## config.mk

```make
export PLATFORM = sky130hd
export DESIGN_NAME = can_text_frame_parser_core_flat
export DESIGN_NICKNAME = d
export VERILOG_FILES = /design/src/ctfp_pkg.sv /design/src/ctfp_if.sv /design/src/can_text_frame_parser_core.sv /design/src/ctfp_parser.sv /design/src/ctfp_out_reg.sv /design/src/flat_wrapper.sv
export SDC_FILE = /design/constraint.sdc
export NUM_CORES = 1
export LEC_CHECK = 0
export BUFFER_PORTS_ARGS = -buffer_cell sky130_fd_sc_hd__buf_2
export CORE_MARGIN = 5
export CORE_UTILIZATION = 45
export DETAILED_ROUTE_END_ITERATION = 10
export GPL_TIMING_DRIVEN = 0
export SLEW_MARGIN = 20
export SYNTH_ARGS = -nofsm -noshare
export SYNTH_HDL_FRONTEND = slang
export SYNTH_SLANG_ARGS = --single-unit
```

## constraint.sdc

```tcl
create_clock -name i_clk -period 3.2 [get_ports i_clk]
set_input_delay 0.48 -clock i_clk [delete_from_list [all_inputs] [get_ports i_clk]]
set_output_delay 0.48 -clock i_clk [all_outputs]
set_load 0.01 [all_outputs]
```

## src/ctfp_pkg.sv

```systemverilog
`default_nettype none

package ctfp_pkg;

    // Width of one text character and of the frame fields.
    localparam int CHAR_W        = 8;
    localparam int ID_W          = 12;
    localparam int LEN_W         = 4;
    localparam int PAYLOAD_BYTES = 8;
    localparam int PAYLOAD_W     = 8 * PAYLOAD_BYTES;
    localparam int NIBBLE_W      = 4;

    // Characters with a meaning of their own in the frame text.
    localparam logic [CHAR_W-1:0] CH_HASH     = 8'h23;
    localparam logic [CHAR_W-1:0] CH_DOT      = 8'h2E;
    localparam logic [CHAR_W-1:0] CH_REMOTE_U = 8'h52;
    localparam logic [CHAR_W-1:0] CH_REMOTE_L = 8'h72;

    // Largest length a remote request may ask for.
    localparam logic [NIBBLE_W:0] REMOTE_MAX_LEN = 5'd8;

    // Where the parser stands within the frame text.
    typedef enum logic [2:0] {
        PH_ID,
        PH_HASH,
        PH_AFTER_HASH,
        PH_DATA_HI,
        PH_DATA_LO,
        PH_RLEN,
        PH_IGNORE
    } t_phase;

    // One parsed frame as it leaves the block.
    typedef struct packed {
        logic                 frame_ok;
        logic [ID_W-1:0]      can_id;
        logic                 remote_request;
        logic [LEN_W-1:0]     data_length;
        logic [PAYLOAD_W-1:0] payload;
    } t_frame;

endpackage

`default_nettype wire

```

## src/ctfp_if.sv

```systemverilog
`default_nettype none

// Character channel: one text character per word.
interface ctfp_char_if;
    logic                           valid;
    logic                           ready;
    logic [ctfp_pkg::CHAR_W-1:0]    character;
    logic                           last_char;

    modport source (output valid, output character, output last_char, input ready);
    modport sink   (input valid, input character, input last_char, output ready);
endinterface

// Frame channel: one parsed frame per word.
interface ctfp_frame_if;
    logic                           valid;
    logic                           ready;
    logic                           frame_ok;
    logic [ctfp_pkg::ID_W-1:0]      can_id;
    logic                           remote_request;
    logic [ctfp_pkg::LEN_W-1:0]     data_length;
    logic [ctfp_pkg::PAYLOAD_W-1:0] payload;

    modport source (output valid, output frame_ok, output can_id, output remote_request,
                    output data_length, output payload, input ready);
    modport sink   (input valid, input frame_ok, input can_id, input remote_request,
                    input data_length, input payload, output ready);
endinterface

`default_nettype wire

```

## src/can_text_frame_parser_core.sv

```systemverilog
`default_nettype none

// Channel   Direction  Word                                  Handshake
// i_char    in         character[7:0], last_char             valid / ready
// o_frame   out        frame_ok, can_id[11:0],               valid / ready
//                      remote_request, data_length[3:0],
//                      payload[63:0]
//
// One character is taken in every cycle; the parse state advances in the same
// cycle and a frame is ready in the output register the cycle after its last
// character. While the output register is empty, or its frame leaves in the
// same cycle, characters flow back to back. While a frame is held and the
// downstream side is not ready, every character stalls. Reset is synchronous,
// active low, and returns the parser to the first identifier digit.

module can_text_frame_parser_core #(
    parameter int MAX_DATA_BYTES = 8
) (
    input  wire logic     i_clk,
    input  wire logic     i_rst_n,
    ctfp_char_if.sink     i_char,
    ctfp_frame_if.source  o_frame
);

    // Accepted character, handed to the parser in the same cycle.
    logic             in_ready;
    logic             accept;

    // A frame completes on the last character of the text.
    logic             res_valid;
    ctfp_pkg::t_frame res;

    // Frame held for the downstream side.
    logic             out_valid;
    ctfp_pkg::t_frame out_frame;

    assign accept       = i_char.valid && in_ready;
    assign i_char.ready = in_ready;

    // The parser holds the position, identifier, payload bytes, pending nibble
    // and error flag, and builds the frame from the state left by the last
    // character.
    ctfp_parser #(
        .MAX_DATA_BYTES (MAX_DATA_BYTES)
    ) u_parser (
        .i_clk        (i_clk),
        .i_rst_n      (i_rst_n),
        .i_accept     (accept),
        .i_character  (i_char.character),
        .i_last_char  (i_char.last_char),
        .o_res_valid  (res_valid),
        .o_res        (res)
    );

    // The output register takes a frame whenever it is empty or emptying.
    ctfp_out_reg u_out_reg (
        .i_clk       (i_clk),
        .i_rst_n     (i_rst_n),
        .i_load      (res_valid),
        .i_frame     (res),
        .i_ready     (o_frame.ready),
        .o_valid     (out_valid),
        .o_frame     (out_frame),
        .o_in_ready  (in_ready)
    );

    assign o_frame.valid          = out_valid;
    assign o_frame.frame_ok       = out_frame.frame_ok;
    assign o_frame.can_id         = out_frame.can_id;
    assign o_frame.remote_request = out_frame.remote_request;
    assign o_frame.data_length    = out_frame.data_length;
    assign o_frame.payload        = out_frame.payload;

endmodule

`default_nettype wire

```

## src/ctfp_parser.sv

```systemverilog
`default_nettype none

module ctfp_parser #(
    parameter int MAX_DATA_BYTES = 8
) (
    input  wire logic                        i_clk,
    input  wire logic                        i_rst_n,
    input  wire logic                        i_accept,
    input  wire logic [ctfp_pkg::CHAR_W-1:0] i_character,
    input  wire logic                        i_last_char,
    output logic                             o_res_valid,
    output ctfp_pkg::t_frame                 o_res
);

    // Hex digit value; the top bit set means the character is not a hex digit.
    function automatic logic [ctfp_pkg::NIBBLE_W:0] hex_value(
        input logic [ctfp_pkg::CHAR_W-1:0] ch
    );
        logic [ctfp_pkg::NIBBLE_W:0] v;
        v = 5'h10;
        if (ch >= 8'h30 && ch <= 8'h39) begin
            v = 5'(ch - 8'h30);
        end else if (ch >= 8'h41 && ch <= 8'h46) begin
            v = 5'(ch - 8'h37);
        end else if (ch >= 8'h61 && ch <= 8'h66) begin
            v = 5'(ch - 8'h57);
        end
        return v;
    endfunction

    localparam logic [ctfp_pkg::LEN_W-1:0] MAX_BYTES = ctfp_pkg::LEN_W'(MAX_DATA_BYTES);

    ctfp_pkg::t_phase                  r_phase, n_phase;
    logic [1:0]                        r_pos, n_pos;
    logic [ctfp_pkg::ID_W-1:0]         r_id, n_id;
    logic [ctfp_pkg::PAYLOAD_W-1:0]    r_data, n_data;
    logic [ctfp_pkg::LEN_W-1:0]        r_bytes, n_bytes;
    logic [ctfp_pkg::NIBBLE_W-1:0]     r_nib, n_nib;
    logic                              r_dot, n_dot;
    logic                              r_err, n_err;
    logic                              r_remote, n_remote;
    logic [ctfp_pkg::LEN_W-1:0]        r_rlen, n_rlen;

    logic [ctfp_pkg::NIBBLE_W:0]       v;
    logic                              bad;
    logic                              take_high;
    logic [ctfp_pkg::LEN_W-1:0]        bytes_inc;
    logic [7:0]                        data_byte;
    logic                              ok;

    assign v         = hex_value(i_character);
    assign bad       = v[ctfp_pkg::NIBBLE_W];
    assign bytes_inc = r_bytes + 4'd1;
    assign data_byte = {r_nib, v[ctfp_pkg::NIBBLE_W-1:0]};

    always_comb begin
        n_phase   = r_phase;
        n_pos     = r_pos;
        n_id      = r_id;
        n_data    = r_data;
        n_bytes   = r_bytes;
        n_nib     = r_nib;
        n_dot     = r_dot;
        n_err     = r_err;
        n_remote  = r_remote;
        n_rlen    = r_rlen;
        take_high = 1'b0;
        ok        = 1'b0;
        o_res     = '0;

        if (i_accept && !r_err) begin
            case (r_phase)
                ctfp_pkg::PH_ID: begin
                    if (bad) begin
                        n_err = 1'b1;
                    end else begin
                        n_id  = {r_id[ctfp_pkg::ID_W-5:0], v[ctfp_pkg::NIBBLE_W-1:0]};
                        n_pos = r_pos + 2'd1;
                        if (r_pos == 2'd2) begin
                            n_phase = ctfp_pkg::PH_HASH;
                        end
                    end
                end
                ctfp_pkg::PH_HASH: begin
                    if (i_character == ctfp_pkg::CH_HASH) begin
                        n_phase = ctfp_pkg::PH_AFTER_HASH;
                    end else begin
                        n_err = 1'b1;
                    end
                end
                ctfp_pkg::PH_AFTER_HASH: begin
                    if (i_character == ctfp_pkg::CH_REMOTE_U ||
                        i_character == ctfp_pkg::CH_REMOTE_L) begin
                        n_remote = 1'b1;
                        n_phase  = ctfp_pkg::PH_RLEN;
                    end else begin
                        take_high = 1'b1;
                    end
                end
                ctfp_pkg::PH_DATA_HI: begin
                    take_high = 1'b1;
                end
                ctfp_pkg::PH_DATA_LO: begin
                    if (bad) begin
                        n_err = 1'b1;
                    end else begin
                        for (int i = 0; i < ctfp_pkg::PAYLOAD_BYTES; i++) begin
                            if (r_bytes[2:0] == 3'(i)) begin
                                n_data[8*i +: 8] = data_byte;
                            end
                        end
                        n_bytes = bytes_inc;
                        n_nib   = '0;
                        n_dot   = 1'b0;
                        n_phase = (bytes_inc >= MAX_BYTES) ? ctfp_pkg::PH_IGNORE
                                                           : ctfp_pkg::PH_DATA_HI;
                    end
                end
                ctfp_pkg::PH_RLEN: begin
                    if (v <= ctfp_pkg::REMOTE_MAX_LEN) begin
                        n_rlen = v[ctfp_pkg::NIBBLE_W-1:0];
                    end
                    n_phase = ctfp_pkg::PH_IGNORE;
                end
                default: begin
                end
            endcase

            // First digit of a data byte, or the single dot that may precede it.
            if (take_high) begin
                if (i_character == ctfp_pkg::CH_DOT && !r_dot) begin
                    n_dot   = 1'b1;
                    n_phase = ctfp_pkg::PH_DATA_HI;
                end else if (bad) begin
                    n_err = 1'b1;
                end else begin
                    n_nib   = v[ctfp_pkg::NIBBLE_W-1:0];
                    n_phase = ctfp_pkg::PH_DATA_LO;
                end
            end
        end

        // The last character closes the frame and returns the parser to its start.
        if (i_accept && i_last_char) begin
            ok = !n_err && !(n_phase inside {ctfp_pkg::PH_ID, ctfp_pkg::PH_HASH,
                                             ctfp_pkg::PH_DATA_LO});
            if (ok) begin
                o_res.frame_ok       = 1'b1;
                o_res.can_id         = n_id;
                o_res.remote_request = n_remote;
                o_res.data_length    = n_remote ? n_rlen : n_bytes;
                o_res.payload        = n_remote ? '0 : n_data;
            end
            n_phase  = ctfp_pkg::PH_ID;
            n_pos    = '0;
            n_id     = '0;
            n_data   = '0;
            n_bytes  = '0;
            n_nib    = '0;
            n_dot    = 1'b0;
            n_err    = 1'b0;
            n_remote = 1'b0;
            n_rlen   = '0;
        end
    end

    assign o_res_valid = i_accept && i_last_char;

    always_ff @(posedge i_clk) begin
        if (!i_rst_n) begin
            r_phase  <= ctfp_pkg::PH_ID;
            r_pos    <= '0;
            r_id     <= '0;
            r_data   <= '0;
            r_bytes  <= '0;
            r_nib    <= '0;
            r_dot    <= 1'b0;
            r_err    <= 1'b0;
            r_remote <= 1'b0;
            r_rlen   <= '0;
        end else begin
            r_phase  <= n_phase;
            r_pos    <= n_pos;
            r_id     <= n_id;
            r_data   <= n_data;
            r_bytes  <= n_bytes;
            r_nib    <= n_nib;
            r_dot    <= n_dot;
            r_err    <= n_err;
            r_remote <= n_remote;
            r_rlen   <= n_rlen;
        end
    end

    a_restart_after_frame: assert property (@(posedge i_clk) disable iff (!i_rst_n)
        o_res_valid |=> (r_phase == ctfp_pkg::PH_ID && r_bytes == '0 && !r_err))
        else $error("parser did not restart after a frame");

    a_byte_count_bound: assert property (@(posedge i_clk) disable iff (!i_rst_n)
        r_bytes <= MAX_BYTES)
        else $error("byte count beyond the allowed data bytes");

    a_error_frame_zero: assert property (@(posedge i_clk) disable iff (!i_rst_n)
        (o_res_valid && !o_res.frame_ok) |->
            (o_res.can_id == '0 && !o_res.remote_request &&
             o_res.data_length == '0 && o_res.payload == '0))
        else $error("failed frame carries nonzero fields");

    a_remote_no_payload: assert property (@(posedge i_clk) disable iff (!i_rst_n)
        (o_res_valid && o_res.remote_request) |-> (o_res.payload == '0))
        else $error("remote frame carries payload");

endmodule

`default_nettype wire

```

## src/ctfp_out_reg.sv

```systemverilog
`default_nettype none

module ctfp_out_reg (
    input  wire logic              i_clk,
    input  wire logic              i_rst_n,
    input  wire logic              i_load,
    input  wire ctfp_pkg::t_frame  i_frame,
    input  wire logic              i_ready,
    output logic                   o_valid,
    output ctfp_pkg::t_frame       o_frame,
    output logic                   o_in_ready
);

    logic             r_valid, n_valid;
    ctfp_pkg::t_frame r_frame;

    // Room for a new frame when empty or when the held one leaves this cycle.
    assign o_in_ready = !r_valid || i_ready;
    assign n_valid    = i_load || (r_valid && !i_ready);

    always_ff @(posedge i_clk) begin
        if (!i_rst_n) begin
            r_valid <= 1'b0;
        end else begin
            r_valid <= n_valid;
        end
    end

    always_ff @(posedge i_clk) begin
        if (i_load) begin
            r_frame <= i_frame;
        end
    end

    assign o_valid = r_valid;
    assign o_frame = r_frame;

    a_no_overwrite: assert property (@(posedge i_clk) disable iff (!i_rst_n)
        i_load |-> o_in_ready)
        else $error("frame loaded over one still waiting");

    a_hold_while_stalled: assert property (@(posedge i_clk) disable iff (!i_rst_n)
        (r_valid && !i_ready) |=> (r_valid && $stable(r_frame)))
        else $error("waiting frame lost or changed");

endmodule

`default_nettype wire
```

## src/flat_wrapper.sv

```systemverilog
// flat-port wrapper written by rule: the top's interface ports become plain ports
module can_text_frame_parser_core_flat 
#(
    parameter int MAX_DATA_BYTES = 8
)
  (i_clk, i_rst_n, i_char_valid, i_char_character, i_char_last_char, i_char_ready, o_frame_valid, o_frame_frame_ok, o_frame_can_id, o_frame_remote_request, o_frame_data_length, o_frame_payload, o_frame_ready);
  ctfp_char_if i_char_i ();
  ctfp_frame_if o_frame_i ();
  input  wire logic i_clk;
  input  wire logic i_rst_n;
  input wire logic [$bits(i_char_i.valid)-1:0] i_char_valid;
  input wire logic [$bits(i_char_i.character)-1:0] i_char_character;
  input wire logic [$bits(i_char_i.last_char)-1:0] i_char_last_char;
  output wire logic [$bits(i_char_i.ready)-1:0] i_char_ready;
  output wire logic [$bits(o_frame_i.valid)-1:0] o_frame_valid;
  output wire logic [$bits(o_frame_i.frame_ok)-1:0] o_frame_frame_ok;
  output wire logic [$bits(o_frame_i.can_id)-1:0] o_frame_can_id;
  output wire logic [$bits(o_frame_i.remote_request)-1:0] o_frame_remote_request;
  output wire logic [$bits(o_frame_i.data_length)-1:0] o_frame_data_length;
  output wire logic [$bits(o_frame_i.payload)-1:0] o_frame_payload;
  input wire logic [$bits(o_frame_i.ready)-1:0] o_frame_ready;
  assign i_char_i.valid = i_char_valid;
  assign i_char_i.character = i_char_character;
  assign i_char_i.last_char = i_char_last_char;
  assign i_char_ready = i_char_i.ready;
  assign o_frame_valid = o_frame_i.valid;
  assign o_frame_frame_ok = o_frame_i.frame_ok;
  assign o_frame_can_id = o_frame_i.can_id;
  assign o_frame_remote_request = o_frame_i.remote_request;
  assign o_frame_data_length = o_frame_i.data_length;
  assign o_frame_payload = o_frame_i.payload;
  assign o_frame_i.ready = o_frame_ready;
  can_text_frame_parser_core #(.MAX_DATA_BYTES(MAX_DATA_BYTES)) u_core (.i_clk(i_clk), .i_rst_n(i_rst_n), .i_char(i_char_i), .o_frame(o_frame_i));
endmodule
```

==> flow_summary.yaml, run 1 <==
pwr:
  p_clk_share_pct: 40.5
  p_leak_nw: 3.40
  p_int_w: 0.00365
  p_total_w: 0.00493
  switching_share_pct: 26.1
  ir_worst_vdd_mv: 0.372
  pwr_density_cell_nw_per_um2: 533
  combPwrFrac_pct: 10.1
  pwr-share-seq_pct: 49.4
  power.net_switching_w: 0.00129
worst_setup_path:
  timing.rr.end: "u_core.u_out_reg.o_frame[48]"
  worstPathMaxFanout: 10
  endpoint_kind: "register"
  crit_type: "primary input to register"
  ff2ff_path_depth: 7
  required_ns: 3.34
  startpoint_type: "primary input"
  arrival_ns: 3.33
  r2r_slack_ns: 0.21
  reg2reg_from: "u_core.u_out_reg.o_valid"
floorplanning:
  core_um2: 17200
  ios: 97
  die_h_um: 142
  die_w_um: 142
  die_area_um2: 20300
  std_cell_rows: 48
  initial_core_util_pct: 45.8
synth:
  syn_inst: 654
  synth_common_cells: "110 x nor2_1, 97 x dfxtp_1, 82 x edfxtp_1"
  yosysSeqAreaShare_pct: 55.8
  synth_fp_nets: 678
  syn_area_um2: 7890
  ys_top_cells_by_area: "edfxtp_1 31%, dfxtp_1 25%, nor4_2 10%, mux2i_1 8.8%, nor2_1 5.2%"
  yosysMostFrequentCell: "nor2_1"
  synth-seq-cells: 179
  synth_top_area_cell: "edfxtp_1"
  ys_warn_count: 0
  syn_avg_cell_area_um2: 12.1
  synth.top_cell.area_share_pct: 31.2
  async_flop_share_pct: 0
  synth-edff-count: 82
  ys.flop_type: "dfxtp_1"
  ys_types: 58
timing:
  rsz0062_at_grt: "true"
  skew_ns: 0.00790
  period_minus_slack_ns: 3.19
  worstMarginPinSlew_ns: 0.865
  setup-violations-final: 0
  final_max_slew_viol_count: 0
  slew_headroom_pct: 42.3
  hold_viol: 0
  max_freq_mhz: 314
  finalCritPeriodShare_pct: 99.6
route:
  drt_iter0_markers: 253
  routed_wl_um: 18300
  drc: 0
  vias: 5443
  ant_nets: 0
  wl_per_cell_um: 18.1
  drt_pass1_iterations: 4
  vias_per_cell: 5.41
global_routing:
  grt_overflow: 0
  grt_max_degree: 50
  antenna_found_initial: 0
  grt_pass1_vias: 5387
  grt_pass1_wl_um: 28900
  track_usage_pct: 18.3
place:
  place_inst: 974
  dp_hpwl_um: 12400
  gp_congestion: 0.817
  portBuffers: 94
clock_network:
  ctsHoldBuffers: 0
  insertion_delay_ns: 0.43
  clkSinkCount: 179
  clkTransAtPathRegs_ns: 0.07
  h-tree-depth: 4
  cts-root-buf: "clkbuf_16"
  cts_buffers: 17
  cts_tree: "built"
  ctsLongestPathBuffers: 2
outcome:
  outcome: "finished clean"
layout:
  drive_above_1_share_pct: 30.3
  fillers: 1522
  area_growth_pct: 17.4
  nets: 793
  fin_cells: 1007
  antenna_cells: 0
min_path:
  holdCritPathClass: "primary input to register"
  min_to: "u_core.u_out_reg.o_valid"
  hold_path.startpoint: "i_rst_n"
  hold_depth: 2
flow_run:
  maxCapViolCount: 0
==> final cells by class <==
cell class                 count  area [um2]  share of cell area, %
sequential                   179        4400                   47.6
multi-input combinational    409        3150                   34.1
timing repair buffer          96         498                   5.38
clock buffer                  19         464                   5.01
buffer                        55         303                   3.27
tap                          225         282                   3.04
clock inverter                13         110                   1.19
inverter                      11        43.8                  0.473
==> registers in the layout (all words and copies together), names as in the netlist <==
register                  count
u_core.u_out_reg.o_valid      1
u_core.u_parser.r_dot         1
u_core.u_parser.r_id         12
u_core.u_parser.r_remote      1
u_core.u_parser.r_nib         4
u_core.u_out_reg.o_frame     82
u_core.u_parser.r_rlen        4
u_core.u_parser.r_bytes       4
u_core.u_parser.r_phase       3
u_core.u_parser.r_pos         2
u_core.u_parser.r_data       64
u_core.u_parser.r_err         1
==> worst max path at each step <==
stage / start / end / slack (ns) / cells past startpoint
after global routing: u_core.u_out_reg.o_valid / u_core.u_out_reg.o_frame[32] / -0.02 / 8
after floorplan: o_frame_ready / u_core.u_out_reg.o_frame[0] / 0.22 / 4
after detailed placement: i_char_character[0] / u_core.u_out_reg.o_frame[65] / -0.53 / 10
final: i_char_character[0] / u_core.u_out_reg.o_frame[65] / 0.01 / 11
after CTS: i_char_character[0] / u_core.u_out_reg.o_frame[9] / 0.08 / 12
after global placement: i_char_character[0] / u_core.u_out_reg.o_frame[65] / -0.49 / 10
==> cell usage in the layout, fill, tap and decap left out, types with 3 or more instances in the layout <==
cell type and count:
o21a_1 4, clkbuf_16 18, nand3_1 5, nor2_1 110, a21boi_0 3, a31oi_1 4, nand2b_1 3, a22oi_1 5
nor4_2 64, buf_6 10, nand2_1 19, edfxtp_1 82, a21oi_1 13, dfxtp_1 97, mux2i_1 69, xnor2_1 4
and4_1 5, a21o_1 3, clkbuf_1 27, inv_6 7, ha_1 11, inv_1 10, o31ai_1 4, nor2b_1 3
o21ai_0 8, a211oi_1 3, or3_1 3, clkbuf_2 7, buf_2 104, nor3_1 17, nand4_1 5, o211a_1 3
==> cell families after synthesis <==
family          count (synthesis)  share of synthesized area, %
flops                         179                          55.8
mux                            70                          8.90
compound gates                 71                          6.95
fa+ha+maj                      11                          1.75
simple gates                  253                          21.9
xor+xnor                        4                         0.444
buf+inv                        66                          4.24
==> routing by layer <==
layer	track usage [%]	vias up	routed length, um
li1	-	2637	-
met1	24.7	2621	8270
met2	29.4	157	8590
met3	4.10	28	1060
met4	6.05	0	336
met5	0	-	0
==> stage by stage <==
stage               cell area, um2  hold WS [ns]  TNS, ns  util (%)  setup WS (ns)
global route                  9260         0.300  -0.0393      53.7        -0.0194
finish                        9260         0.314        0      53.7         0.0130
global placement              8640         0.473   -50.70      50.1         -0.491
CTS                           9240         0.296        0      53.6         0.0838
detailed placement            8660         0.485   -23.73      50.2         -0.534
floorplan                     7890         0.450        0         -          0.222
==> critical path: stages <==
cell       delay [ns]
buf_2            0.14
inv_1            0.10
ha_1             0.21
or3b_1           0.44
and4_1           0.22
clkbuf_1         0.15
a21o_1           0.22
clkbuf_1         0.35
o211a_1          0.34
a2111oi_0        0.55
a2111oi_1        0.12
==> power by group through the flow <==
stage / Clock [W] / Sequential, W / Combinational, W
floorplan: 0 / 0.00251 / 0.000325
global placement: 0 / 0.00249 / 0.000482
detailed placement: 0 / 0.00249 / 0.000494
CTS: 0.00205 / 0.00244 / 0.000497
global route: 0.00214 / 0.00244 / 0.000534
finish: 0.00200 / 0.00244 / 0.000498
==> timing repair <==
| item | 4_1_cts | 5_1_grt |
|---|---|---|
| setup endpoints to repair | 2 | 42 |
| pin swaps | 0 | 1 |
| setup buffers | 0 | 1 |
| resized for setup | 2 | 11 |
| cloned | 0 | 0 |
Power figures use the tool's default switching activity.
==> run 2, diff against run 1 <==
- ABC_AREA: default -> 1
- GPL_TIMING_DRIVEN: 0 -> 1
- SKIP_LAST_GASP: default -> 1
==> run 2 against run 1 <==
  * Synthesized area decreased by 8.9%
  * Via count shrank 12%
  * Count of clock-buffer cells in the layout rose by 8
  * Maximum frequency is 32% higher
  * Cell count is essentially flat
  * Sequential share of layout area increased by 4.5 points
  * First-iteration DRC count up 4.7%
  * Sequential power hardly changed
  * Clock power hardly changed
  * Die area is 8.3% lower
  * Total power is 6.7% lower
  * Setup slack better by 0.77 ns
  * Highest routed layer unchanged
==> flow_summary.yaml, run 2 <==
min_path:
  hold_path.startpoint: "i_rst_n"
  holdCritPathClass: "primary input to register"
clock_network:
  h-tree-depth: 4
  ctsHoldBuffers: 0
  cts-root-buf: "clkbuf_16"
  cts-resized-gates: 0
  clkTransAtPathRegs_ns: 0.06
  cts_tree: "built"
  insertion_delay_ns: 0.42
  cts_buffers: 17
  ctsLongestPathBuffers: 2
  clkSinkCount: 179
  cts_setup_buffers: 0
route:
  wl_per_cell_um: 14.6
  drc: 0
  vias_per_cell: 4.74
  drt_iter0_markers: 265
  routed_wl_um: 14700
  drt_pass1_iterations: 4
  vias: 4777
  ant_nets: 0
worst_setup_path:
  slowest_delay_ns: 0.33
  crit_path_start: "i_char_character[0]"
  crit_slowest_cell: "buf_12"
  startpoint_type: "primary input"
  endpoint_kind: "register"
  cp_cell_sequence: "buf_2 > inv_1 > ha_1 > o21ai_0 > nand2_1 > nand2_2 > nand2_2 > a21boi_0 > nand2_1 > nand2_1 > nand2_1 > nand2_1 > nand2_2 > nand3_4 > buf_12 > nor2_1"
  reg2reg_from: "u_core.u_parser.r_bytes[2]"
  arrival_ns: 2.57
  crit_type: "primary input to register"
  path_buf_inv: 3
  required_ns: 3.35
  timing.critical_path.mode_cell: "nand2_1"
  critical_path.top_delay_family: "simple AND/OR/NAND/NOR gates"
  worstPathMaxFanout: 64
place:
  gp_congestion: 0.812
  portBuffers: 96
  dp_hpwl_um: 9750
synth:
  synth_top_area_cell: "edfxtp_1"
  yosysSeqAreaShare_pct: 61.3
  ys_types: 33
  synth_common_cells: "147 x nor2_1, 97 x dfxtp_1, 82 x edfxtp_1"
  synth.top_cell.area_share_pct: 34.3
  syn_avg_cell_area_um2: 10.6
  async_flop_share_pct: 0
  ys.flop_type: "dfxtp_1"
  syn_inst: 681
  ys_warn_count: 0
  synth-seq-cells: 179
  synth-edff-count: 82
  syn_area_um2: 7190
  synth_fp_nets: 705
  ys_top_cells_by_area: "edfxtp_1 34%, dfxtp_1 27%, mux2i_1 9.3%, nor2_1 7.7%, nor2_2 4.2%"
  yosysMostFrequentCell: "nor2_1"
pwr:
  p_total_w: 0.00460
  p_leak_nw: 3.75
  pwr_density_cell_nw_per_um2: 544
  ir_worst_vdd_mv: 0.373
global_routing:
  grt_pass1_wl_um: 23900
  grt_overflow: 0
  track_usage_pct: 16.6
  grt_pass1_vias: 4777
  grt_max_degree: 83
  antenna_found_initial: 0
flow_run:
  maxCapViolCount: 0
timing:
  worstMarginPinSlew_ns: 1.07
  hold_viol: 0
  setup-violations-final: 0
  finalCritPeriodShare_pct: 75.6
  rsz0062_at_grt: "false"
  slew_headroom_pct: 28.6
  skew_ns: 0.0112
  period_minus_slack_ns: 2.42
  setup_tns_ns: 0
  final_max_slew_viol_count: 0
  max_freq_mhz: 413
layout:
  mostFrequentLayoutCell: "nor2_1"
  largest_reg_flops: 82
  antenna_cells: 0
  nets: 803
  fillers: 1504
  area_growth_pct: 17.6
  drive_above_1_share_pct: 26.6
  most-common-layout-cells: "146 x nor2_1, 97 x dfxtp_1, 96 x buf_2"
outcome:
  outcome: "finished clean"
floorplanning:
  die_h_um: 136
  initial_core_util_pct: 45.6
  die_area_um2: 18600
  core_um2: 15800
  die_w_um: 136
  ios: 97
  std_cell_rows: 46
-- run 2: cell types whose count changed in the layout (fill, tap and decap cells not counted), sizes merged, moves of 6 or more --
| cell | change |
|---|---|
| nand2 | +66 |
| clkbuf | -26 |
| nor3 | -18 |
| nor4 | -68 |
| a21oi | +11 |
| nand3 | +14 |
| nor2 | +86 |
| inv | +29 |
| a2111oi | -6 |
| buf | -12 |
-- run 2: per-stage QoR --
stage / instance area, um2 / worst slack, ns / cells / util [%] / hold WS, ns
after floorplan: 7190 / 0.130 / 681 / - / 0.441
after global placement: 7880 / 0.460 / 976 / 50.0 / 0.458
after detailed placement: 7880 / 0.360 / 976 / 50.0 / 0.469
after CTS: 8450 / 0.771 / 1008 / 53.6 / 0.269
after global routing: 8450 / 0.537 / 1008 / 53.6 / 0.279
final: 8450 / 0.780 / 1008 / 53.6 / 0.295
-- run 2: final timing paths --
check / cells past startpoint / slack (ns) / to
worst min-delay path: 3 / 0.30 / u_core.u_out_reg.o_valid
worst max-delay path: 16 / 0.78 / u_core.u_out_reg.o_frame[1]
worst max register to register: 12 / 0.80 / u_core.u_out_reg.o_frame[1]
worst min register to register: 2 / 0.49 / u_core.u_parser.r_id[8]
-- run 2: final cells by class --
| cell class | count | area [um2] | area share [%] |
|---|---|---|---|
| inverter | 46 | 173 | 2.04 |
| clock inverter | 5 | 35.0 | 0.414 |
| timing repair buffer | 105 | 561 | 6.63 |
| sequential | 179 | 4400 | 52.1 |
| tap | 216 | 270 | 3.20 |
| multi-input combinational | 430 | 2470 | 29.3 |
| clock buffer | 27 | 536 | 6.34 |
-- run 2: worst register-to-register path, delay by kind of cell (launching register included) --
family	cells	cell delay, ns
buffers and inverters	1	0.33
AOI/OAI and AO/OA	1	0.15
DFF	1	0.48
xor gates and xnor gates	1	0.30
and+or+nand+nor	9	0.86
-- run 2: cell families (layout without fill, tap and decap cells) --
kind of cell,after synthesis,after routing,synth area share (%)
fa+ha+maj,11,11,1.92
buf+inv,72,183,4.49
compound gates,41,41,3.20
mux,67,67,9.33
flops,179,179,61.3
xor+xnor,3,3,0.366
simple gates,308,308,19.4
-- run 2: routing by layer --
layer,global-route usage [%],part of all wire [%]
met3,3.70,4.6
met1,22.1,48
met4,6.38,1.2
met5,0,0
met2,26.6,47
-- run 2: report_power, final --
group | internal [W] | leakage [nW] | switching [W] | total (W)
registers | 0.00242 | 1.58 | 0.0000104 | 0.00243
clock network | 0.00116 | 0.284 | 0.000832 | 0.00199
logic | 0.0000507 | 1.89 | 0.000130 | 0.000181
total | 0.00363 | 3.75 | 0.000973 | 0.00460
==> run 3, diff against run 2 <==
- PLACE_DENSITY: default -> 0.67
- clock period: 3.2 -> 2.2 ns (I/O delays scaled with it)
==> run 3 against run 2 <==
  * Sequential power up 46%
  * Combinational power is 71% higher
  * Clock skew hardly changed
  * Utilization increased by 4.6 points
  * Design area is 8.6% higher
==> flow_summary.yaml, run 3 (same netlist as run 2, synthesis figures left out) <==
worst_setup_path:
  reg2reg_from: "u_core.u_parser.r_phase[1]"
  cp_cell_sequence: "inv_1 > nor2_2 > o21a_4 > inv_2 > nor2_1 > o21ai_1 > a21oi_2 > nor2_4 > nand3_4 > clkbuf_16 > nor2_2"
  timing.rr.end: "u_core.u_out_reg.o_frame[35]"
  arrival_ns: 2.24
  endpoint_kind: "register"
  crit_type: "register to register"
  startpoint_type: "register"
  timing.critical_path.mode_cell: "nor2_2"
  crit_slowest_cell: "dfxtp_2"
  r2r_slack_ns: 0.14
  required_ns: 2.37
  worstPathMaxFanout: 8
  ff2ff_path_depth: 11
  endpoint: "u_core.u_out_reg.o_frame[35]"
  crit_path_start: "u_core.u_parser.r_phase[1]"
  slowest_delay_ns: 0.40
floorplanning:
  initial_core_util_pct: 45.6
  ios: 97
  die_h_um: 136
  core_um2: 15800
  die_w_um: 136
  die_area_um2: 18600
  std_cell_rows: 46
timing:
  period_minus_slack_ns: 2.06
  setup-violations-final: 0
  hold_viol: 0
  skew_ns: 0.0112
  setup_tns_ns: 0
  final_max_slew_viol_count: 0
  max_freq_mhz: 485
  finalCritPeriodShare_pct: 93.8
  slew_headroom_pct: 62.0
  worstMarginPinSlew_ns: 0.569
pwr:
  p_leak_nw: 4.09
  ir_worst_vdd_mv: 0.577
  pwr_density_cell_nw_per_um2: 756
route:
  drc: 0
  vias_per_cell: 4.78
  ant_nets: 0
  routed_wl_um: 16200
  drt_pass1_iterations: 5
  drt_iter0_markers: 293
  vias: 5077
  wl_per_cell_um: 15.2
outcome:
  outcome: "finished clean"
layout:
  final_util_pct: 58.2
  most-common-layout-cells: "143 x nor2_1, 95 x buf_2, 94 x dfxtp_1"
  area_growth_pct: 27.8
  largest_reg_flops: 82
  mostFrequentLayoutCell: "nor2_1"
  nets: 858
  drive_above_1_share_pct: 33.8
  antenna_cells: 0
clock_network:
  cts_tree: "built"
  cts_buffers: 17
  insertion_delay_ns: 0.43
  h-tree-depth: 4
  ctsHoldBuffers: 0
  clkSinkCount: 179
  ctsLongestPathBuffers: 2
  cts-root-buf: "clkbuf_16"
  clkTransAtPathRegs_ns: 0.07
global_routing:
  grt_pass1_vias: 4903
  antenna_found_initial: 0
  grt_max_degree: 62
  grt_overflow: 0
  grt_pass1_wl_um: 24200
  track_usage_pct: 16.8
place:
  dp_hpwl_um: 10500
  gp_congestion: 0.844
  portBuffers: 96
flow_run:
  maxCapViolCount: 0
min_path:
  holdCritPathClass: "primary input to register"
## run 3: changes by cell type in the layout (fill, tap and decap cells not counted), moves of 4 or more
cell / change
buf_12: +6
buf_4: +41
clkbuf_1: -5
nand2_2: -4
nand2_4: +4
## run 3: worst min path at each step
stage,from,to,slack (ns),depth (start not counted)
finish,i_rst_n,u_core.u_out_reg.o_valid,0.14,3
global route,i_rst_n,u_core.u_out_reg.o_valid,0.14,3
detailed placement,u_core.u_parser.r_pos[1],u_core.u_parser.r_pos[1],0.46,2
CTS,i_rst_n,u_core.u_out_reg.o_valid,0.12,3
global placement,u_core.u_parser.r_pos[1],u_core.u_parser.r_pos[1],0.45,2
floorplan,i_rst_n,u_core.u_out_reg.o_valid,0.43,2
## run 3: cell type report
class                           instances  area [um2]
Fill cell                            1372        6590
Sequential cell                       179        4410
Multi-Input combinational cell        431        2580
Timing Repair Buffer                  159        1140
Clock buffer                           19         453
Tap cell                              216         270
Inverter                               46         180
Clock inverter                         13         155
## run 3: repair_timing
action                     4_1_cts  5_1_grt
setup buffers                    0        1
setup endpoints to repair        0       81
gates resized for setup          0       22
## run 3: critical path, delay by kind of cell (launching register included)
family                 cells  cell delay [ns]
AND/OR/NAND/NOR            5             0.63
buffers and inverters      3             0.31
flip-flops                 1             0.40
AO/OA/AOI/OAI              3             0.46
## run 3: routing by layer
layer / routed length (um) / global-route usage (%) / vias to the layer above / part of all wire (%)
li1: - / - / 2537 / -
met1: 7430 / 21.6 / 2405 / 46
met2: 7630 / 27.0 / 108 / 47
met3: 752 / 4.92 / 27 / 4.7
met4: 342 / 6.22 / 0 / 2.1
met5: 0 / 0 / - / 0
## run 3: stage by stage
stage               instances  hold WS, ns  setup slack, ns  total power, W  area, um2
global route             1063        0.135          -0.0263         0.00716       9180
finish                   1063        0.137            0.137         0.00694       9180
detailed placement       1022        0.465           -0.315         0.00391       8330
CTS                      1054        0.125           0.0476         0.00699       8940
global placement         1022        0.455           -0.212         0.00390       8330
floorplan                 681        0.428           -0.367         0.00378       7280
## run 3: report_power, final
group / leakage, nW / switching [W] / internal [W]
Clock: 0.293 / 0.00125 / 0.00184
Sequential: 1.58 / 0.0000156 / 0.00352
Combinational: 2.22 / 0.000205 / 0.000105
Total: 4.09 / 0.00147 / 0.00547
